## config.mk

```make
export PLATFORM = sky130hd
export DESIGN_NAME = c_comment_literal_blanker_unit_flat
export DESIGN_NICKNAME = d
export VERILOG_FILES = /design/src/hdl/clb_pkg.sv /design/src/hdl/clb_text_if.sv /design/src/hdl/clb_clean_if.sv /design/src/hdl/c_comment_literal_blanker_unit.sv /design/src/flat_wrapper.sv
export SDC_FILE = /design/constraint.sdc
export NUM_CORES = 1
export LEC_CHECK = 0
export BUFFER_PORTS_ARGS = -buffer_cell sky130_fd_sc_hd__buf_4
export CAP_MARGIN = 20
export CORE_MARGIN = 3
export CORE_UTILIZATION = 40
export CTS_CLUSTER_SIZE = 8
export DETAILED_ROUTE_END_ITERATION = 6
export PLACE_DENSITY = 0.56
export RECOVER_POWER = 50
export SYNTH_ARGS = -nofsm -noshare
export SYNTH_HDL_FRONTEND = slang
export SYNTH_SLANG_ARGS = --single-unit
```

## constraint.sdc

```tcl
create_clock -name i_clk -period 7.15 [get_ports i_clk]
set_clock_uncertainty 0.15 [all_clocks]
set_input_delay 1.43 -clock i_clk [delete_from_list [all_inputs] [get_ports i_clk]]
set_output_delay 1.43 -clock i_clk [all_outputs]
set_load 0.02 [all_outputs]
```

## src/hdl/clb_pkg.sv

```systemverilog
// shared types, byte constants and the per-byte decision function
// for the comment and literal blanker; no dependencies
`timescale 1ns / 1ps

package clb_pkg;

    // scan modes of the source text
    typedef enum logic [2:0] {
        MODE_CODE  = 3'd0,
        MODE_LINE  = 3'd1,
        MODE_BLOCK = 3'd2,
        MODE_STR   = 3'd3,
        MODE_CHR   = 3'd4
    } t_scan_mode;

    localparam logic [7:0] CHR_SLASH = 8'h2F;
    localparam logic [7:0] CHR_STAR  = 8'h2A;
    localparam logic [7:0] CHR_BLANK = 8'h20;
    localparam logic [7:0] CHR_NL    = 8'h0A;
    localparam logic [7:0] CHR_BSL   = 8'h5C;
    localparam logic [7:0] CHR_DQ    = 8'h22;
    localparam logic [7:0] CHR_SQ    = 8'h27;

    // result queue geometry
    localparam int QDEPTH = 4;
    localparam int QAW    = $clog2(QDEPTH);

    // outcome of deciding one byte
    typedef struct packed {
        logic [7:0] out_byte;
        t_scan_mode mode;
        logic       take_next;
    } t_decision;

    // one queued result item
    typedef struct packed {
        logic [7:0] clean_byte;
        logic       final_byte;
    } t_result;

    // decide byte c with lookahead nx in mode m
    function automatic t_decision decide(t_scan_mode m, logic [7:0] c, logic [7:0] nx);
        t_decision d;
        d.out_byte  = CHR_BLANK;
        d.mode      = m;
        d.take_next = 1'b0;
        case (m)
            MODE_LINE: begin
                if (c == CHR_NL) begin
                    d.mode     = MODE_CODE;
                    d.out_byte = c;
                end
            end
            MODE_BLOCK: begin
                if (c == CHR_STAR && nx == CHR_SLASH) begin
                    d.take_next = 1'b1;
                    d.mode      = MODE_CODE;
                end else if (c == CHR_NL) begin
                    d.out_byte = c;
                end
            end
            MODE_STR, MODE_CHR: begin
                if (c == CHR_BSL) begin
                    d.take_next = 1'b1;
                end else if ((m == MODE_STR && c == CHR_DQ) ||
                             (m == MODE_CHR && c == CHR_SQ)) begin
                    d.mode     = MODE_CODE;
                    d.out_byte = c;
                end
            end
            default: begin
                // code, and any stray code value
                if (c == CHR_SLASH && nx == CHR_SLASH) begin
                    d.mode = MODE_LINE;
                end else if (c == CHR_SLASH && nx == CHR_STAR) begin
                    d.mode = MODE_BLOCK;
                end else begin
                    d.out_byte = c;
                    if (c == CHR_DQ) begin
                        d.mode = MODE_STR;
                    end else if (c == CHR_SQ) begin
                        d.mode = MODE_CHR;
                    end else begin
                        d.mode = MODE_CODE;
                    end
                end
            end
        endcase
        return d;
    endfunction

endpackage

```

## src/hdl/clb_text_if.sv

```systemverilog
// source text channel: valid/ready handshake with one byte and an end mark
// no dependencies
`timescale 1ns / 1ps

interface clb_text_if;
    logic       valid;
    logic       ready;
    logic [7:0] text_byte;
    logic       end_of_text;

    modport source (output valid, output text_byte, output end_of_text, input ready);
    modport sink   (input valid, input text_byte, input end_of_text, output ready);
endinterface

```

## src/hdl/clb_clean_if.sv

```systemverilog
// cleaned text channel: valid/ready handshake with one byte and a final mark
// no dependencies
`timescale 1ns / 1ps

interface clb_clean_if;
    logic       valid;
    logic       ready;
    logic [7:0] clean_byte;
    logic       final_byte;

    modport source (output valid, output clean_byte, output final_byte, input ready);
    modport sink   (input valid, input clean_byte, input final_byte, output ready);
endinterface

```

## src/hdl/c_comment_literal_blanker_unit.sv

```systemverilog
// top level of the comment and literal blanker
// depends on clb_pkg, clb_text_if and clb_clean_if
`timescale 1ns / 1ps

// channel   direction  payload                      handshake
// i_text    in         text_byte[7:0], end_of_text  valid/ready
// o_clean   out        clean_byte[7:0], final_byte  valid/ready
//
// one source item is taken per cycle while the queue has room; each byte's result
// is queued as the next byte is taken, and the final item also queues its own result
// the scan state and the held byte update in the cycle an item is taken
// results wait in a four-entry queue; input is taken while at least two slots are free
// synchronous active-low reset clears mode, held byte flags and the queue

module c_comment_literal_blanker_unit
    import clb_pkg::*;
(
    input  logic i_clk,
    input  logic i_rst_n,
    clb_text_if.sink    i_text,
    clb_clean_if.source o_clean
);

    t_scan_mode r_mode, n_mode;
    logic [7:0] r_held;
    logic       r_held_valid, n_held_valid;
    logic       r_held_cons, n_held_cons;

    t_result    r_queue [QDEPTH];
    logic [QAW-1:0] r_wptr, r_rptr;
    logic [QAW:0]   r_count, n_count;

    logic       in_acc, out_acc;
    t_decision  dec1, dec2;
    t_scan_mode mode1;
    logic       cons1;
    t_result    res_a, res_b;
    logic [1:0] push_n;

    // handshakes
    assign i_text.ready = (r_count <= (QAW+1)'(QDEPTH - 2));
    assign in_acc       = i_text.valid && i_text.ready;
    assign o_clean.valid      = (r_count != '0);
    assign o_clean.clean_byte = r_queue[r_rptr].clean_byte;
    assign o_clean.final_byte = r_queue[r_rptr].final_byte;
    assign out_acc      = o_clean.valid && o_clean.ready;

    // decide the held byte against the new byte, then the new byte at the end
    always_comb begin
        dec1 = decide(r_mode, r_held, i_text.text_byte);
        if (r_held_cons) begin
            dec1.out_byte  = CHR_BLANK;
            dec1.mode      = r_mode;
            dec1.take_next = 1'b0;
        end
        if (r_held_valid) begin
            mode1 = dec1.mode;
            cons1 = dec1.take_next;
        end else begin
            mode1 = r_mode;
            cons1 = 1'b0;
        end
        dec2 = decide(mode1, i_text.text_byte, 8'h00);
        if (cons1) begin
            dec2.out_byte = CHR_BLANK;
        end

        // results in order; the final one takes the first slot only when no byte is held
        res_a.clean_byte = dec1.out_byte;
        res_a.final_byte = 1'b0;
        res_b.clean_byte = dec2.out_byte;
        res_b.final_byte = 1'b1;
        if (!r_held_valid) begin
            res_a = res_b;
        end
        push_n = 2'd0;
        if (in_acc) begin
            push_n = {1'b0, r_held_valid} + {1'b0, i_text.end_of_text};
        end

        // next scan state
        n_mode       = r_mode;
        n_held_valid = r_held_valid;
        n_held_cons  = r_held_cons;
        if (in_acc) begin
            if (i_text.end_of_text) begin
                n_mode       = MODE_CODE;
                n_held_valid = 1'b0;
                n_held_cons  = 1'b0;
            end else begin
                n_mode       = mode1;
                n_held_valid = 1'b1;
                n_held_cons  = cons1;
            end
        end

        n_count = r_count + (QAW+1)'(push_n) - (QAW+1)'(out_acc);
    end

    // scan state registers
    always_ff @(posedge i_clk) begin
        if (!i_rst_n) begin
            r_mode       <= MODE_CODE;
            r_held_valid <= 1'b0;
            r_held_cons  <= 1'b0;
        end else begin
            r_mode       <= n_mode;
            r_held_valid <= n_held_valid;
            r_held_cons  <= n_held_cons;
        end
    end

    // held byte payload
    always_ff @(posedge i_clk) begin
        if (in_acc) begin
            r_held <= i_text.end_of_text ? 8'h00 : i_text.text_byte;
        end
    end

    // result queue pointers
    always_ff @(posedge i_clk) begin
        if (!i_rst_n) begin
            r_wptr  <= '0;
            r_rptr  <= '0;
            r_count <= '0;
        end else begin
            r_wptr  <= r_wptr + QAW'(push_n);
            r_rptr  <= r_rptr + QAW'(out_acc);
            r_count <= n_count;
        end
    end

    // result queue entries
    always_ff @(posedge i_clk) begin
        if (push_n != 2'd0) begin
            r_queue[r_wptr] <= res_a;
        end
        if (push_n == 2'd2) begin
            r_queue[r_wptr + QAW'(1)] <= res_b;
        end
    end

endmodule

```

## src/flat_wrapper.sv

```systemverilog
// flat-port wrapper written by rule: the top's interface ports become plain ports
module c_comment_literal_blanker_unit_flat import clb_pkg::*;
  (i_clk, i_rst_n, i_text_valid, i_text_text_byte, i_text_end_of_text, i_text_ready, o_clean_valid, o_clean_clean_byte, o_clean_final_byte, o_clean_ready);
  clb_text_if i_text_i ();
  clb_clean_if o_clean_i ();
  input  logic i_clk;
  input  logic i_rst_n;
  input wire logic [$bits(i_text_i.valid)-1:0] i_text_valid;
  input wire logic [$bits(i_text_i.text_byte)-1:0] i_text_text_byte;
  input wire logic [$bits(i_text_i.end_of_text)-1:0] i_text_end_of_text;
  output wire logic [$bits(i_text_i.ready)-1:0] i_text_ready;
  output wire logic [$bits(o_clean_i.valid)-1:0] o_clean_valid;
  output wire logic [$bits(o_clean_i.clean_byte)-1:0] o_clean_clean_byte;
  output wire logic [$bits(o_clean_i.final_byte)-1:0] o_clean_final_byte;
  input wire logic [$bits(o_clean_i.ready)-1:0] o_clean_ready;
  assign i_text_i.valid = i_text_valid;
  assign i_text_i.text_byte = i_text_text_byte;
  assign i_text_i.end_of_text = i_text_end_of_text;
  assign i_text_ready = i_text_i.ready;
  assign o_clean_valid = o_clean_i.valid;
  assign o_clean_clean_byte = o_clean_i.clean_byte;
  assign o_clean_final_byte = o_clean_i.final_byte;
  assign o_clean_i.ready = o_clean_ready;
  c_comment_literal_blanker_unit u_core (.i_clk(i_clk), .i_rst_n(i_rst_n), .i_text(i_text_i), .o_clean(o_clean_i));
endmodule
```

==> metrics, run 1 <==
met1 usage 24.4%; final core utilization 45.8%; Clk Tree Root Cell clkbuf_8; # rows 32; Hold Crit Depth 2; CTS max path bufs 2; nets 361; drt total wl 8.13 mm; Final Critical Period 4350 ps; Switching Share 34.5%; met2 Use GR 27.3%; Post-CTS Setup Inserts 0; Post-CTS Hold Buffers 0; sequential power share 46.7%; initial antenna violation count 0; register-to-register setup slack 3620 ps; Slew Limit Fails 0; Port Buffers 23; post-synthesis sequential area ratio 45.0%; switching power 0.331 mW; Synthesized Nets 345; Critical path origin i_text_text_byte[4]; grt peak-use layer met2; GRT Resource Usage Total 17.3%; WS Path Type in -> reg; combinational share of power 31.1%; Hold WC Path Type reg -> reg; Die Wd 97.9 um; Die Ht 97.9 um; Post-synth top flop edfxtp_1; FFs w/ async S/R, synth 0%; Req. time, crit path 7150 ps; hold wc startpoint u_core.r_queue[3][0]; internal cell power 0.628 mW; top-area cell type share of the netlist area 35.5%; GR Util met3 3.00%; DRC viols 0; DR vias 2,644; critical path cell sequence buf_4 > or4b_1 > nor3_1 > a2111oi_0 > or2_1 > a31o_4 > o211ai_1 > nand3_1 > o22ai_1; RSZ-0062 raised after global routing no; first-pass GRT wire length 13.4 mm; Num CTS Buffers 5; GRT overflow 0; post-synth cell types 68; TritonCTS clock tree yes; share of layout cells above drive strength 1 12.0%; leading area contributor after synthesis edfxtp_1; Seq cells post-synth 56; CTS sink count 56; area grow syn2layout 8.03%; Initial Util 42.4%; crit share post-route 60.9%; H-tree levels 2; worst-margin pin slew 850 ps; Top Family by Delay on Critical Path simple AND/OR/NAND/NOR gates; final setup vio count 0; CORE AREA 7970 um2; Slew headroom 42.8%; Mean Syn Cell Area 10.4 um2; crit-path max FO 10; Area contributors post-synth edfxtp_1, dfxtp_1, mux4_2; WP buf/inv 1; Power Dens Cells 263 nW/um2; Max Clock Freq 230 MHz; Final Hold Vio Count 0; Cell Area, Synth 3380 um2; CP max-delay cell or4b_1; number of synthesized flops with an enable pin 40; worst r2r path cells 8; post_cts resized 0; Post-DP HPWL 6.27 mm; Skew-Pair Late Insertion Delay 310 ps; FF-to-FF End u_core.r_queue[1][1]; leakage 1.31 nW; crit path capture type flop; largest net degree at the start of global routing 18; die area 9590 um2; setup TNS 0 ps; status completed; Post-Synthesis Cells 325; synth warn 0; wire length per cell 18.3 um; fillers 756; DR vias/cell 5.95; CP Data Arrival Time 4350 ps; max incr delay on CP 610 ps; max_cap viols 0; GPL Wtd Cong 0.904; WP depth 9; critical path startpoint category input port; maximum vdd ir drop 0.000111 V; post-route ant nets 0; worst r2r src u_core.r_held[7]; n_diodes 0; vias in the first global route 2,546; 1st-pass router iterations 5; # IOs 24; clock power share 22.2%; end of the worst hold path u_core.r_queue[3][0]; Starting DRT DRC Count 192; clock-pin slew on the worst setup and hold paths 100 ps
==> cell usage after synthesis (all sizes together), types with 3 or more instances <==
| library cell | number |
|---|---|
| xor2 | 4 |
| o21bai | 3 |
| buf | 5 |
| nand3b | 3 |
| nand2b | 3 |
| nor2b | 18 |
| clkbuf | 9 |
| xnor2 | 4 |
| dfxtp | 16 |
| nand3 | 10 |
| and3 | 6 |
| o22ai | 21 |
| or3 | 4 |
| o22a | 3 |
| mux4 | 9 |
| nor2 | 27 |
| a21oi | 19 |
| nor4 | 7 |
| o21ai | 7 |
| and2 | 8 |
| ha | 6 |
| nand2 | 32 |
| inv | 10 |
| nor3b | 3 |
| nor3 | 7 |
| or4b | 3 |
| edfxtp | 40 |
==> worst reg2reg max path: stages, from the launching register on <==
cell and delay, ps:
edfxtp_1 510, or4b_1 560, nor4_1 230, a311o_1 260
or2_1 310, nand2_1 90, o211ai_1 630, nand3_1 350
o22ai_1 280
==> area by class of cell <==
type                    instances  area [um2]  share of cell area [%]
repair buffers                 23         128                    3.50
clock inverters                 2        38.8                    1.06
well taps                     102         128                    3.50
clock buffers                   6        72.6                    1.99
multi-input cells             245        1730                    47.3
flip-flops and latches         56        1520                    41.7
inverters                      10        37.5                    1.03
==> state kept, by name (all words and copies together) (netlist names) <==
signal and count:
u_core.r_count 3, u_core.r_held_cons 1, u_core.r_mode 3, u_core.r_rptr 2, u_core.r_held 8, u_core.r_queue 36
u_core.r_held_valid 1, u_core.r_wptr 2
==> layout by cell type, fill, tap and decap left out, types with 10 or more instances in the layout <==
master	n
inv_1	10
nand2_1	32
a21oi_1	19
nor2b_1	18
nand3_1	10
edfxtp_1	40
clkbuf_1	13
nor2_1	26
dfxtp_1	16
o22ai_1	21
==> worst max path at each step <==
stage	slack (ps)	to
2_1_floorplan	3410	u_core.r_queue[3][6]
3_5_place_dp	2970	u_core.r_queue[3][6]
5_1_grt	2540	u_core.r_queue[1][1]
4_1_cts	3290	u_core.r_queue[3][6]
6_report	2800	u_core.r_queue[1][1]
3_3_place_gp	3080	u_core.r_queue[3][6]
==> power groups by stage <==
stage | registers [mW] | logic (mW) | clock network [mW]
after floorplan | 0.424 | 0.255 | 0
after global placement | 0.455 | 0.326 | 0
after detailed placement | 0.458 | 0.329 | 0
after CTS | 0.450 | 0.330 | 0.216
after global routing | 0.456 | 0.336 | 0.226
final | 0.448 | 0.299 | 0.213
==> kinds of logic after synthesis <==
group,Yosys count,synth area share (%)
muxes,9,6.00
adders and majority gates,7,2.81
and+or+nand+nor,142,23.9
DFF,56,45.0
AOI/OAI and AO/OA,79,17.1
buffers and inverters,24,3.04
xor gates and xnor gates,8,2.07
==> per-layer routing <==
layer | wire [um] | part of all wire, % | up-vias
met2 | 3740 | 46 | 95
met3 | 383 | 4.7 | 11
li1 | - | - | 1273
met5 | 0 | 0 | -
met1 | 3870 | 48 | 1265
met4 | 132 | 1.6 | 0
==> per-stage QoR <==
step,worst slack (ps),total power [mW],instance area [um2],std cells,hold slack [ps]
floorplan,3410,0.678,3380,325,268
global placement,3080,0.782,3610,436,287
detailed placement,2970,0.787,3610,436,289
CTS,3290,0.996,3730,444,304
global route,2540,1.02,3650,444,330
finish,2800,0.959,3650,444,304
No activity file was read; power rests on OpenSTA's default activity.
==> inputs of run 2 (changes only) <==
--- a/config.mk
+++ b/config.mk
@@ -5,6 +5,7 @@
 export SDC_FILE = /design/constraint.sdc
 export NUM_CORES = 1
 export LEC_CHECK = 0
+export ABC_AREA = 1
 export BUFFER_PORTS_ARGS = -buffer_cell sky130_fd_sc_hd__buf_4
 export CAP_MARGIN = 20
 export CORE_MARGIN = 3
==> constraint.sdc (replaced) <==
create_clock -name i_clk -period 4.3 [get_ports i_clk]
set_clock_uncertainty 0.15 [all_clocks]
set_input_delay 0.86 -clock i_clk [delete_from_list [all_inputs] [get_ports i_clk]]
set_output_delay 0.86 -clock i_clk [all_outputs]
set_load 0.02 [all_outputs]
==> metrics, run 2 <==
FF-to-FF End u_core.r_queue[3][4]; GRT overflow 0; Post-CTS Setup Inserts 0; FFs w/ async S/R, synth 0%; wire length per cell 15.7 um; # rows 34; worst r2r path cells 14; clock power share 18.7%; drt total wl 9.71 mm; Largest Register u_core.r_queue; crit-path max FO 20; DRC viols 0; Post-DP HPWL 7.83 mm; crit path capture type output pin; synth warn 0; register-to-register setup slack 900 ps; max_cap viols 0; crit share post-route 82.1%; share of layout cells above drive strength 1 13.5%; Skew-Pair Late Insertion Delay 310 ps; area grow syn2layout 9.17%; first-pass GRT wire length 15.8 mm; critical path startpoint category flop; post-synthesis sequential area ratio 41.9%; Initial Util 41.4%; commonest non-fill, non-tap cell in the layout nand2_1; 1st-pass router iterations 5; Slew headroom 28.4%; CP Data Arrival Time 2520 ps; setup TNS 0 ps; register area 1520 um2; hold wc startpoint u_core.r_queue[2][0]; DR vias/cell 5.19; maximum vdd ir drop 0.000156 V; Die Wd 101 um; end of the worst hold path u_core.r_queue[2][0]; initial antenna violation count 0; post-synth cell types 35; sequential power share 44.1%; Final Hold Vio Count 0; # IOs 24; combinational share of power 37.2%; switching power 0.650 mW; Power Dens Cells 404 nW/um2; Mean Syn Cell Area 7.50 um2; Port Buffers 23; Die Ht 101 um; worst-margin pin slew 1070 ps; most frequent cell after synthesis nand2_1; most frequent cells in the layout nand2_1, nor2_1, inv_1; Req. time, crit path 3290 ps; CORE AREA 8760 um2; Seq cells post-synth 56; RSZ-0062 raised after global routing no; leakage 1.75 nW; largest net degree at the start of global routing 21; number of synthesized flops with an enable pin 40; vias in the first global route 2,993; clock-pin slew on the worst setup and hold paths 100 ps; H-tree levels 2; WS Path Type reg -> out; DR vias 3,215; CTS max path bufs 2; final setup vio count 0; Post-Synthesis Cells 484; Slew Limit Fails 0; Largest regs u_core.r_queue x36, u_core.r_held x8; Post-synth top flop edfxtp_1; Area contributors post-synth edfxtp_1, nand2_1, dfxtp_1; Cell Area, Synth 3630 um2; Starting DRT DRC Count 142; top-area cell type share of the netlist area 33.1%; fillers 924; Hold Crit Depth 2; Synthesized Nets 504; GRT Resource Usage Total 19.8%; worst r2r src u_core.r_held_valid; post-route ant nets 0; Max Clock Freq 283 MHz; status completed; Num CTS Buffers 5; CTS sink count 56; Clk Tree Root Cell clkbuf_8; max reg flops 36; Post-CTS Hold Buffers 0; Multi-input gate area 1810 um2; internal cell power 0.952 mW; Hold WC Path Type reg -> reg; nets 531; GPL Wtd Cong 0.923; die area 10,300 um2; leading area contributor after synthesis edfxtp_1; n_diodes 0; post_cts resized 0; commonest cells in the netlist nand2_1, nor2_1, inv_1, edfxtp_1, nand3_1; Switching Share 40.6%; TritonCTS clock tree yes; final core utilization 45.2%; Final Critical Period 3530 ps
==> run 2: cell count changes in the layout (fill, tap and decap cells not counted), moves of 7 or more <==
| cell | change |
|---|---|
| nand2_1 | +96 |
| inv_1 | +47 |
| nor2_1 | +40 |
| nand3_1 | +27 |
| o21ai_0 | +24 |
| nor2b_1 | -18 |
| nand2_2 | +12 |
| o22ai_1 | -11 |
| mux4_2 | -9 |
| nand3_2 | +7 |
| nand4_1 | +7 |
==> run 2: area by class of cell <==
class | count | area share [%]
clock buffer | 6 | 1.83
clock inverter | 2 | 0.410
inverter | 63 | 5.97
multi-input combinational | 356 | 45.7
sequential | 56 | 38.4
tap | 108 | 3.41
timing repair buffer | 29 | 4.26
==> run 2: worst max-delay path by stage <==
stage | endpoint | from | depth (start not counted)
2_1_floorplan | u_core.r_count[2] | i_text_end_of_text | 9
3_3_place_gp | u_core.r_queue[3][3] | i_text_end_of_text | 8
3_5_place_dp | u_core.r_queue[3][2] | i_text_end_of_text | 8
4_1_cts | u_core.r_queue[3][4] | i_text_end_of_text | 8
5_1_grt | u_core.r_queue[2][2] | i_text_end_of_text | 8
6_report | o_clean_clean_byte[1] | u_core.r_rptr[0] | 5
==> run 2: per-layer routing <==
layer  up-vias  track usage, %  wire length (um)
li1       1638               -                 -
met1      1480            24.9              4130
met2        86            35.8              5000
met3        11            2.41               400
met4         0            5.42               182
met5         -               0                 0
==> run 2: power by group through the flow <==
stage / registers [mW] / logic, mW / clock network [mW]
after floorplan: 0.699 / 0.442 / 0
after global placement: 0.720 / 0.653 / 0
after detailed placement: 0.722 / 0.660 / 0
after CTS: 0.709 / 0.661 / 0.303
after global routing: 0.714 / 0.669 / 0.319
final: 0.707 / 0.596 / 0.299
==> run 2: cells by family after synthesis <==
family	Yosys count	share of synthesized area, %
simple gates	284	37.5
buf+inv	72	7.51
flops	56	41.9
xor+xnor	3	0.724
fa+ha+maj	7	2.62
compound gates	62	9.75
==> run 2: critical path, stage by stage (launching register included) <==
cell and delay (ps):
dfxtp_1 320, clkbuf_1 580, inv_1 440, o21ai_0 510
o22ai_1 160, clkbuf_1 200
==> run 2: per-stage QoR <==
step | total power [mW] | area (um2) | hold WS, ps | setup slack [ps] | std cells
after floorplan | 1.14 | 3630 | 287 | 1610 | 484
after global placement | 1.37 | 3950 | 313 | 1020 | 612
after detailed placement | 1.38 | 3950 | 313 | 1010 | 612
after CTS | 1.67 | 4040 | 338 | 1340 | 620
after global routing | 1.70 | 3960 | 389 | 582 | 620
final | 1.60 | 3960 | 347 | 771 | 620
==> inputs of run 3 (changes only) <==
--- a/config.mk
+++ b/config.mk
@@ -5,14 +5,14 @@
 export SDC_FILE = /design/constraint.sdc
 export NUM_CORES = 1
 export LEC_CHECK = 0
-export ABC_AREA = 1
+export ABC_AREA = 0
 export BUFFER_PORTS_ARGS = -buffer_cell sky130_fd_sc_hd__buf_4
 export CAP_MARGIN = 20
 export CORE_MARGIN = 3
 export CORE_UTILIZATION = 40
 export CTS_CLUSTER_SIZE = 8
 export DETAILED_ROUTE_END_ITERATION = 6
-export PLACE_DENSITY = 0.56
+export PLACE_DENSITY = 0.58
 export RECOVER_POWER = 50
 export SYNTH_ARGS = -nofsm -noshare
 export SYNTH_HDL_FRONTEND = slang
==> constraint.sdc (replaced) <==
create_clock -name i_clk -period 3.13 [get_ports i_clk]
set_clock_uncertainty 0.15 [all_clocks]
set_input_delay 0.626 -clock i_clk [delete_from_list [all_inputs] [get_ports i_clk]]
set_output_delay 0.626 -clock i_clk [all_outputs]
set_load 0.02 [all_outputs]
==> metrics, run 3 (same netlist as run 1, synthesis figures left out) <==
status completed; total chip power 2.24 mW; WS Path Type reg -> reg; critical path startpoint category flop; Final Critical Period 3010 ps; Port Buffers 23; Num CTS Buffers 5; maximum vdd ir drop 0.000256 V; clock power share 19.3%; clock-pin slew on the worst setup and hold paths 110 ps; Power Dens Cells 573 nW/um2; commonest non-fill, non-tap cell in the layout buf_4; internal cell power 1.43 mW; share of layout cells above drive strength 1 21.3%; Slew Limit Fails 0; Placed Cells 469; crit share post-route 96.1%; combinational share of power 37.0%; worst-margin pin slew 844 ps; DRT met1 WL 4.01 mm; register area 1520 um2; 1st-pass router iterations 6; setup TNS 0 ps; n_diodes 0; first-pass GRT wire length 14.7 mm; # rows 32; leakage 1.46 nW; crit path capture type flop; CTS max path bufs 2; largest net degree at the start of global routing 20; Final Non-Filler Cells 477; Hold WC Path Type reg -> reg; fillers 758; RSZ-0062 raised after global routing no; wire length on met3 651 um; post-route ant nets 0; Multi-input gate area 1750 um2; Switching Share 36.0%; DRC viols 0; max_cap viols 0; CORE AREA 7970 um2; TritonCTS clock tree yes; GRT Resource Usage Total 19.3%; Post-CTS Hold Buffers 0; CP Data Arrival Time 3020 ps; crit-path max FO 5; max reg flops 36; switching power 0.805 mW; nets 394; most frequent cells in the layout buf_4, edfxtp_1, nand2_1; Top Metal Used met4; Initial Util 42.4%; die area 9590 um2; area grow syn2layout 15.5%; Die Wd 97.9 um; Final Hold Vio Count 0; Max Clock Freq 332 MHz; Starting DRT DRC Count 241; Clk Tree Root Cell clkbuf_8; routed wire length on met2 4.30 mm; vias in the first global route 2,778; DR vias 2,866; Skew-Pair Late Insertion Delay 320 ps; Req. time, crit path 3140 ps; Largest Register u_core.r_queue; Slew headroom 43.7%; final setup vio count 0; drt total wl 9.08 mm; DR vias/cell 6.01; Largest regs u_core.r_queue x36, u_core.r_held x8; Post-DP HPWL 6.84 mm; wire length per cell 19.0 um; GPL Wtd Cong 0.918; GRT overflow 0; Die Ht 97.9 um; H-tree levels 2; CTS sink count 56; sequential power share 43.7%; # IOs 24; initial antenna violation count 0
-- run 3: changes by cell type in the layout (fill, tap and decap cells not counted), moves of 7 or more --
cell     before  now
nor2b_1       0   18
nor2_1       66   26
buf_4        14   41
nand3_2       7    0
o22ai_1      10   21
nand2_1     128   32
nand4_1       9    2
nand2_2      12    0
mux4_2        0    9
o21ai_0      31    6
inv_1        57   10
nand3_1      37   10
-- run 3: worst max-delay path, cell delays in order, from the launching register on --
cell	delay, ps
edfxtp_1	410
buf_4	170
nand4bb_1	310
o21a_1	270
or4_1	660
or3_1	420
a32o_1	300
o22ai_1	160
-- run 3: routing by layer --
layer  global-route usage [%]  vias to the layer above
met2                     31.0                      116
li1                         -                     1345
met3                     3.64                       18
met1                     26.6                     1387
met4                     5.32                        0
met5                        0                        -
-- run 3: layout make-up --
cell class	instances	area share (%)
clock inverters	3	0.705
repair buffers	56	9.45
multi-input cells	245	44.9
inverters	10	0.961
well taps	102	3.27
clock buffers	5	1.76
flip-flops and latches	56	39.0
-- run 3: through the flow --
step	hold WS (ps)	util (%)	setup WS [ps]	area, um2
after floorplan	268	-	190	3380
after global placement	289	48.5	-7.57	3860
after detailed placement	293	48.5	-25.5	3860
after CTS	309	49.7	111	3960
after global routing	318	49.0	17.4	3910
final	307	49.0	122	3910
-- run 3: timing repair --
| action | in CTS | in global routing |
|---|---|---|
| endpoints found under the setup margin | 0 | 13 |
| resized for setup | 0 | 2 |
| buffers inserted | 0 | 0 |
-- run 3: power by group through the flow --
stage | registers (mW) | logic [mW] | clock network, mW
floorplan | 0.968 | 0.582 | 0
global placement | 0.990 | 0.867 | 0
detailed placement | 0.996 | 0.876 | 0
CTS | 0.978 | 0.882 | 0.442
global route | 0.990 | 0.910 | 0.469
finish | 0.978 | 0.829 | 0.431
-- run 3: worst paths after layout --
check | depth (start not counted) | start | to | slack (ps)
worst max-delay path | 7 | u_core.r_held[6] | u_core.r_queue[1][2] | 120
worst min-delay path | 2 | u_core.r_queue[3][0] | u_core.r_queue[3][0] | 310
worst max register to register | 7 | u_core.r_held[6] | u_core.r_queue[1][2] | 120
worst min register to register | 2 | u_core.r_queue[3][0] | u_core.r_queue[3][0] | 310
